File: src/hw/rtl/plc_ram.sv
// Generic single-write, single-read RAM with registered read data.
`default_nettype none

module plc_ram #(
  parameter int WIDTH = 8,
  parameter int DEPTH = 8
) (
  input  logic                       clk,
  input  logic                       wr_en,
  input  logic [$clog2(DEPTH)-1:0]   wr_addr,
  input  logic [WIDTH-1:0]           wr_data,
  input  logic                       rd_en,
  input  logic [$clog2(DEPTH)-1:0]   rd_addr,
  output logic [WIDTH-1:0]           rd_data
);

  logic [WIDTH-1:0] mem [DEPTH];

  always_ff @(posedge clk) begin
    if (wr_en) begin
      mem[wr_addr] <= wr_data;
    end
    if (rd_en) begin
      rd_data <= mem[rd_addr];
    end
  end

endmodule

`default_nettype wire

File: config.mk
export PLATFORM = sky130hd
export DESIGN_NAME = plc_ram
export DESIGN_NICKNAME = d
export VERILOG_FILES = /design/src/hw/rtl/plc_ram.sv
export SDC_FILE = /design/constraint.sdc
export NUM_CORES = 1
export LEC_CHECK = 0
export BUFFER_PORTS_ARGS = -buffer_cell sky130_fd_sc_hd__buf_2
export CAP_MARGIN = 20
export CORE_MARGIN = 2
export CORE_UTILIZATION = 55
export CTS_CLUSTER_DIAMETER = 50
export DETAILED_ROUTE_END_ITERATION = 8
export MAX_ROUTING_LAYER = met4
export PLACE_DENSITY = 0.75
export SETUP_SLACK_MARGIN = 0.05
export SLEW_MARGIN = 10
export SYNTH_ARGS = -nofsm -noshare
export SYNTH_HDL_FRONTEND = slang
export SYNTH_SLANG_ARGS = --single-unit
File: constraint.sdc
create_clock -name clk -period 2.9 [get_ports clk]
set_input_delay 0 -clock clk [delete_from_list [all_inputs] [get_ports clk]]
set_output_delay 0 -clock clk [all_outputs]
set_load 0.02 [all_outputs]
==> summary.txt <==
GRT
  • Largest net degree at the start of global routing: 17
  • Vias in the first global route: 1303
  • Grt total ovfl: 0
  • Initial antenna violation count: 0
  • GR Util All Layers: ~20%
  • First-pass GRT wire length: around 7000 microns

Timing
  • Final Hold Viols: 0
  • Unrepaired setup endpoints after global routing: false
  • Slew @ Worst Pin: 0.927 ns
  • WHS: 0.0260 ns
  • Max Clock Skew: 0.00898 ns
  • Rel. slew slack: 38.0%
  • Fin crit period: 1.45 ns
  • Slew Limit Fails: 0
  • Setup violators final: 0
  • Setup_tns: 0 ns
  • Fmax: 0.688 GHz
  • Final period utilization: 50.1%

Hold path
  • Hold Crit Start: rd_en
  • Hold Path Class: primary input to flop

CTS
  • Clock Latency Late Sink: 0.34 ns
  • TritonCTS clock tree: yes
  • Post-CTS setup buffer count: 0
  • Clock root cell: clkbuf_8
  • CTS Buf Count: 9
  • Cts repair resizes: 0
  • Reg clk slew, reported paths: approximately 0.08 ns
  • Clock Path Buffers: 2
  • CTS Hold Bufs: 8
  • H-tree depth: 3
  • Clk sinks: 72

Die
  • Initial Utilization: between 50% and 60%
  • Die Span Y: 75.0 microns
  • I/O pin count: 25
  • Die area: 0.00562 sq mm
  • Num rows: 25
  • Die width: 75.0 microns
  • Core ar.: 0.00479 sq mm

Routing
  • Via count: 1240
  • Routed Antenna Nets: 0
  • Final wirelength: 4680 microns
  • DR WL/cell: roughly 21 microns
  • Via/cell ratio: around 5.5
  • DRC: 0
  • DR pass1 iterations: 4
  • First DRT Iteration DRCs: 105

Worst setup path
  • CP Capture Type: flop
  • R2R Setup Slk: 1.45 ns
  • Worst Path Max Fanout: 1
  • RR Startpoint: mem[1][5]$_DFFE_PP_
  • Crit path from: mem[1][5]$_DFFE_PP_
  • Worst EP arrival: 1.55 ns
  • CP Data Required Time: around 3 ns
  • Startpoint Class: flop
  • CP Class: flop to flop

Synth
  • Synthesized cell area: 0.00277 sq mm
  • Synth warn: 0
  • Register bit total from synthesis: 72
  • Library cells used by synthesis: 13
  • Synthesized net count: between 100 and 150
  • Syn Area/Cell: between 20 and 25 sq um
  • Syn Inst Count: 114
  • Register area share after synthesis: about four fifths

Pwr
  • Leakage Power: 1.12 nW
  • Pwr per Cell Area: 664 mW/mm^2
  • Worst VDD drop: 0.504 mV

Cells and area
  • Antenna Cells: 0
  • # fillers: 312
  • Most frequent cells in the layout: edfxtp_1 (72), buf_2 (24), mux4_1 (15)
  • Leading cell type in the layout, fill and taps excluded: edfxtp_1
  • Syn-to-layout area delta: 16.8%
  • Share of layout cells above drive strength 1: 30.8%
  • Final nets: 171

Job
  • Maxcap violations: 0

Run status
  • Outcome: complete, no violations

Placed design
  • Gpl congestion: 0.681
  • Final HPWL DP: 2700 microns
  • # port buffers: 24
## synth_stat cells
cell type / n / share of area (%)
edfxtp_1: 72 / 78
mux4_1: 15 / 14
mux2_2: 8 / 3.3
nor2_1: 6 / 0.81
nand2b_1: 3 / 0.68
nand2_1: 2 / 0.27
nor3_1: 2 / 0.36
buf_1: 1 / 0.14
buf_12: 1 / 0.72
buf_2: 1 / 0.18
buf_6: 1 / 0.41
clkbuf_1: 1 / 0.14
mux4_2: 1 / 0.81
## layer usage
metal | up-vias | GRT usage (%) | routed length, microns
met5 | - | - | 0
met1 | 624 | 22.9 | 1640
met2 | 43 | 32.6 | 2650
li1 | 568 | - | -
met3 | 5 | 4.42 | 324
met4 | 0 | 11.7 | 63
## registers in the layout, summed over array words and instances, names as in the netlist
name and flops:
rd_data 8, mem 64
## worst max-delay path: stages (launching register included)
cell and delay [ns]:
edfxtp_1 0.39, mux4_1 0.55, mux2_2 0.28
## worst paths after layout
path                                to  depth (start not counted)
setup reg to reg  rd_data[5]$_DFFE_PP_                          2
hold / removal    rd_data[4]$_DFFE_PP_                          1
hold reg to reg   rd_data[4]$_DFFE_PP_                          2
setup / recovery  rd_data[5]$_DFFE_PP_                          2
## where the power goes
| part | total (W) | internal, W | switching, W |
|---|---|---|---|
| logic | 0.000124 | 0.0000587 | 0.0000654 |
| clock network | 0.000828 | 0.000477 | 0.000352 |
| registers | 0.00120 | 0.00119 | 0.00000889 |
| total | 0.00215 | 0.00172 | 0.000426 |
## kinds of logic after synthesis
family        after synthesis  synth area share, %
flops                      72                 78.0
mux                        24                 18.3
simple gates               13                 2.12
buf+inv                     5                 1.58
## layout make-up
type	count	area [sq um]	share of cell area (%)
Clock inverter	7	86.3	2.67
Multi-Input combinational cell	37	566	17.5
Sequential cell	72	2160	66.8
Tap cell	67	83.8	2.59
Clock buffer	9	124	3.83
Timing Repair Buffer	34	215	6.65
## through the flow
stage	cell area (sq um)	std cells	worst slack (ns)	utilization [%]	power, W
6_report	3240	226	1.45	67.6	0.00215
5_1_grt	3240	226	1.40	67.6	0.00222
4_1_cts	3240	226	1.42	67.6	0.00216
3_5_place_dp	2950	202	1.38	61.6	0.00134
3_3_place_gp	2950	202	1.39	61.6	0.00133
2_1_floorplan	2770	114	1.58	-	0.00129
(Power assumes the default switching activity.)
