[config.mk]
export PLATFORM = sky130hd
export DESIGN_NAME = plc_divider
export DESIGN_NICKNAME = d
export VERILOG_FILES = /design/src/hw/rtl/plc_pkg.sv /design/src/hw/rtl/plc_divider.sv
export SDC_FILE = /design/constraint.sdc
export NUM_CORES = 1
export LEC_CHECK = 0
export BUFFER_PORTS_ARGS = -buffer_cell sky130_fd_sc_hd__buf_4
export CAP_MARGIN = 20
export CORE_ASPECT_RATIO = 0.5
export CORE_MARGIN = 4
export CORE_UTILIZATION = 35
export DETAILED_ROUTE_END_ITERATION = 12
export GPL_TIMING_DRIVEN = 0
export HOLD_SLACK_MARGIN = 0.15
export PLACE_DENSITY = 0.66
export SLEW_MARGIN = 20
export SYNTH_ARGS = -nofsm -noshare
export SYNTH_HDL_FRONTEND = slang
export SYNTH_SLANG_ARGS = --single-unit
[constraint.sdc]
create_clock -name clk -period 5.2 [get_ports clk]
set_clock_uncertainty 0.05 [all_clocks]
set_input_delay 0.26 -clock clk [delete_from_list [all_inputs] [get_ports clk]]
set_output_delay 0.26 -clock clk [all_outputs]
set_load 0.02 [all_outputs]
[src/hw/rtl/plc_pkg.sv]
// Shared types and constants of the piecewise-linear curve evaluator.
`default_nettype none

package plc_pkg;

  localparam int POS_W     = 17;                // unsigned Q1.16 position
  localparam int LVL_W     = 32;                // signed Q15.16 level
  localparam int KNOT_W    = POS_W + LVL_W;     // one knot table word
  localparam int DIFF_W    = LVL_W + 1;         // level difference
  localparam int PROD_W    = DIFF_W + POS_W + 1; // signed product
  localparam int MAG_W     = PROD_W - 1;        // product magnitude
  localparam int QUOT_W    = DIFF_W + 1;        // quotient bits kept
  localparam int DIV_CNT_W = $clog2(MAG_W + 1);

  typedef enum logic [1:0] {
    OP_CLEAR  = 2'd0,
    OP_APPEND = 2'd1,
    OP_FINISH = 2'd2,
    OP_EVAL   = 2'd3
  } plc_opcode_t;

  typedef enum logic [2:0] {
    ST_OK             = 3'd0,
    ST_TOO_FEW        = 3'd1,
    ST_TOO_MANY       = 3'd2,
    ST_NOT_INCREASING = 3'd3,
    ST_NOT_MONOTONIC  = 3'd4,
    ST_NO_GRAPH       = 3'd5
  } plc_status_t;

  typedef enum logic [3:0] {
    S_IDLE,
    S_APP_RD,
    S_APP_CHK,
    S_EV_RD,
    S_EV_CHK,
    S_MUL,
    S_DIV_GO,
    S_DIV_WAIT,
    S_PUSH
  } plc_state_t;

  typedef struct packed {
    plc_opcode_t              opcode;
    logic [POS_W-1:0]         position;
    logic signed [LVL_W-1:0]  level;
    logic                     mono_required;
  } plc_cmd_t;

  typedef struct packed {
    plc_status_t              status;
    logic signed [LVL_W-1:0]  value;
    logic                     graph_monotonic;
    logic                     graph_ready;
  } plc_result_t;

  typedef struct packed {
    logic              start;
    logic [MAG_W-1:0]  dividend;
    logic [POS_W-1:0]  divisor;
  } plc_div_req_t;

  typedef struct packed {
    logic              done;
    logic [MAG_W-1:0]  quotient;
  } plc_div_rsp_t;

endpackage

`default_nettype wire

[src/hw/rtl/plc_divider.sv]
// Restoring unsigned divider, one quotient bit per cycle.
`default_nettype none

module plc_divider
  import plc_pkg::*;
(
  input  logic         clk,
  input  logic         rst,
  input  plc_div_req_t req,
  output plc_div_rsp_t rsp
);

  logic                  busy;
  logic                  done;
  logic [DIV_CNT_W-1:0]  cnt;
  logic [POS_W-1:0]      rem;
  logic [POS_W-1:0]      dsr;
  logic [MAG_W-1:0]      dvd;
  logic [POS_W:0]        trial;
  logic                  fits;

  // trial subtract of the next dividend bit
  assign trial = {rem, dvd[MAG_W-1]};
  assign fits  = trial >= {1'b0, dsr};

  always_ff @(posedge clk) begin
    if (rst) begin
      busy <= 1'b0;
      cnt  <= '0;
      done <= 1'b0;
    end else begin
      done <= busy && (cnt == DIV_CNT_W'(1));
      if (req.start) begin
        busy <= 1'b1;
        cnt  <= DIV_CNT_W'(MAG_W);
        rem  <= '0;
        dsr  <= req.divisor;
        dvd  <= req.dividend;
      end else if (busy) begin
        rem <= fits ? POS_W'(trial - {1'b0, dsr}) : POS_W'(trial);
        dvd <= {dvd[MAG_W-2:0], fits};
        cnt <= cnt - DIV_CNT_W'(1);
        if (cnt == DIV_CNT_W'(1)) begin
          busy <= 1'b0;
        end
      end
    end
  end

  // dividend register turns into the quotient as bits shift in
  assign rsp.done     = done;
  assign rsp.quotient = dvd;

endmodule

`default_nettype wire

==> impl_metrics.py <==
metrics = {
    "outcome": {
        "status": "complete, no violations",
    },
    "placement": {
        "placed_cells": 670,
        "port_buffers": 118,
        "place_congestion": 0.800,
        "dp_hpwl_um": 8290,
    },
    "floorplan": {
        "rows": 29,
        "die_h_um": 90.6,
        "fp.coreArea_um2": 13000,
        "io_pins": 121,
        "initial_core_util_pct": 36.7,
        "die_x_um": 173,
        "die-area_um2": 15700,
    },
    "critical_path": {
        "crit_chain": "inv_1 > ha_1 > inv_1 > fa_1 > a21o_1 > a221o_2 > a211oi_2 > o41ai_4 > buf_4 > mux2i_1 > nor2_1",
        "cp.required_ns": 5.22,
        "slowest_delay_ns": 0.43,
        "crit_arrival_ns": 3.18,
        "crit_type": "flip-flop to flip-flop",
        "slowest_stage": "a221o_2",
        "cp_max_fo": 10,
        "startpoint_type": "flip-flop",
        "cp-end-kind": "flip-flop",
        "path_common_cell": "inv_1",
    },
    "layout": {
        "layout.nets": 631,
        "area_delta_synth_final_pct": 38.5,
        "fillers": 1162,
        "final_cell_mix": "buf_4 (120), edfxtp_1 (84), mux2_2 (50)",
        "drive_gt1_share_pct": 37.5,
        "final_common_cell": "buf_4",
        "diodes": 0,
        "layout.cells.non_filler": 716,
    },
    "yosys": {
        "ys_ff_latch": 92,
        "synth_nets": 468,
        "netlist_area_um2": 4770,
        "syn_avg_cell_area_um2": 12.6,
        "yosys_warnings": 0,
        "yosys-top-cells-area": "edfxtp_1 (53%), mux2_2 (12%), ha_1 (5.0%), dfxtp_1 (3.4%), a21oi_1 (2.2%)",
        "synth_cells": 378,
        "ys_types": 54,
        "async_reset_ff_share_pct": 0,
        "synth_ff_type": "edfxtp_1",
        "synth_enable_flop_cells": 84,
        "synth_top_area_share_pct": 52.9,
        "ys_seq_area_share_pct": 56.2,
        "yosys.area.top_type": "edfxtp_1",
    },
    "timing": {
        "final-setup-viol-count": 0,
        "rsz0062_at_grt": "no",
        "fin_crit_ns": 3.16,
        "hold_violations": 0,
        "whs_ns": 0.166,
        "slew-limit-headroom_pct": 54.6,
        "worst_pin_slew_ns": 0.664,
        "finalCritPeriodShare_pct": 60.8,
        "final_max_slew_viol_count": 0,
        "max_freq_mhz": 316,
    },
    "clock_network": {
        "cts_buffer_depth": 2,
        "worstSkewPairLatency_ns": 0.35,
        "cts_max_level": 3,
        "clkSinkCount": 92,
        "cts_resized": 0,
        "cts_root_buffer": "clkbuf_16",
        "tritoncts": "built",
        "cts_made_buffers": 9,
        "clk_pin_slew_ns": 0.07,
    },
    "global_route": {
        "antenna_found_initial": 0,
        "grt_usage_pct": 14.3,
        "grt_overflow": 0,
        "grt_max_degree": 20,
        "grt_pass1_wl_um": 18200,
        "grt_pass1_vias": 3579,
    },
    "hold_path": {
        "hp-class": "primary input to flip-flop",
    },
    "power": {
        "p_int_mw": 1.54,
        "seqPwrFrac_pct": 42.6,
        "p_comb_share_pct": 23.0,
        "switching_share_pct": 27.4,
        "power.switching_mw": 0.583,
        "p_per_area_nw_per_um2": 322,
        "p_clk_share_pct": 34.4,
        "peakVddDrop_mv": 0.145,
        "leakagePower_nw": 2.69,
    },
    "detailed_routing": {
        "viasPerCell": 4.90,
        "firstDrtPassIters": 4,
        "vias": 3507,
        "postRouteAntennaNets": 0,
        "first_iter_violations": 160,
        "post_drt_wl_per_cell_um": 15.6,
        "drc": 0,
        "routed_wl_um": 11200,
    },
    "run": {
        "drv_cap": 0,
    },
}
through the flow:
| stage | total power, mW | TNS, ns | worst slack [ns] | area [um^2] | util, % |
|---|---|---|---|---|---|
| floorplan | 1.23 | 0 | 0.957 | 4770 | - |
| global placement | 1.37 | -62.98 | -0.943 | 5870 | 45.2 |
| detailed placement | 1.39 | 0 | 2.06 | 5980 | 46.0 |
| CTS | 2.15 | 0 | 2.05 | 6610 | 50.9 |
| global route | 2.23 | 0 | 1.87 | 6610 | 50.9 |
| finish | 2.13 | 0 | 2.04 | 6610 | 50.9 |
power by group through the flow:
stage	combinational, mW	sequential [mW]	clock, mW
after floorplan	0.280	0.951	0
after global placement	0.449	0.926	0
after detailed placement	0.469	0.922	0
after CTS	0.489	0.907	0.751
after global routing	0.535	0.913	0.779
final	0.489	0.906	0.732
what timing repair did:
item / CTS / global route
setup buffers: 0 / 0
endpoints found under the hold margin: 30 / 0
hold buffers: 30 / 0
per-layer routing:
layer / vias up / global-route usage, % / wire, um
met3: 12 / 3.81 / 449
met1: 1688 / 17.3 / 4790
met4: 0 / 4.31 / 113
met5: - / 0 / 0
li1: 1729 / - / -
met2: 78 / 25.2 / 5830
path summary, 6_finish.rpt:
path / startpoint / to / slack, ns / depth (start not counted)
worst max-delay path: dvd[49] / rem[8] / 2.04 / 11
worst min-delay path: req[19] / dvd[2] / 0.17 / 2
worst max register to register: dvd[49] / rem[8] / 2.04 / 11
worst min register to register: cnt[3] / cnt[3] / 0.52 / 2
registers in the layout (all words and copies together), names as in the netlist:
name,flops
dvd,50
busy,1
rem,17
done,1
dsr,17
cnt,6
cells by family after synthesis:
group	share of synthesized area (%)
compound gates	9.39
xor+xnor	2.75
fa+ha+maj	5.40
buf+inv	3.91
flops	56.2
mux	13.7
simple gates	8.63
cells in the mapped netlist (2+ instances only):
master / number
a211oi_1: 3
a21o_1: 6
a21oi_1: 21
a31oi_1: 4
and3_1: 3
buf_1: 5
buf_2: 2
buf_4: 2
clkbuf_1: 8
dfxtp_1: 8
edfxtp_1: 84
ha_1: 19
inv_1: 27
mux2_2: 50
mux2i_1: 9
nand2_1: 17
nand2b_1: 4
nand3_1: 3
nand3b_1: 3
nand4_1: 4
nor2_1: 28
nor3_1: 8
nor3b_1: 2
nor4b_1: 2
o211ai_1: 3
o21a_1: 2
o21ai_0: 11
xnor2_1: 10
xor2_1: 5
area by class of cell:
| cell class | count | area (um^2) | share of cell area, % |
|---|---|---|---|
| well taps | 170 | 213 | 3.22 |
| multi-input cells | 241 | 1910 | 28.9 |
| clock inverters | 7 | 106 | 1.61 |
| clock buffers | 9 | 225 | 3.41 |
| repair buffers | 152 | 1280 | 19.4 |
| inverters | 27 | 101 | 1.53 |
| flip-flops and latches | 92 | 2680 | 40.6 |
| plain buffers | 18 | 85.1 | 1.29 |
worst max-delay path, delay by kind of cell, from the launching register on:
family                     cells  cell delay (ns)
DFF                            1             0.39
muxes                          1             0.18
buffers and inverters          3             0.40
AOI/OAI and AO/OA              4             1.23
and+or+nand+nor                1             0.06
adders and majority gates      2             0.57
No activity file was read; power rests on OpenSTA's default activity.
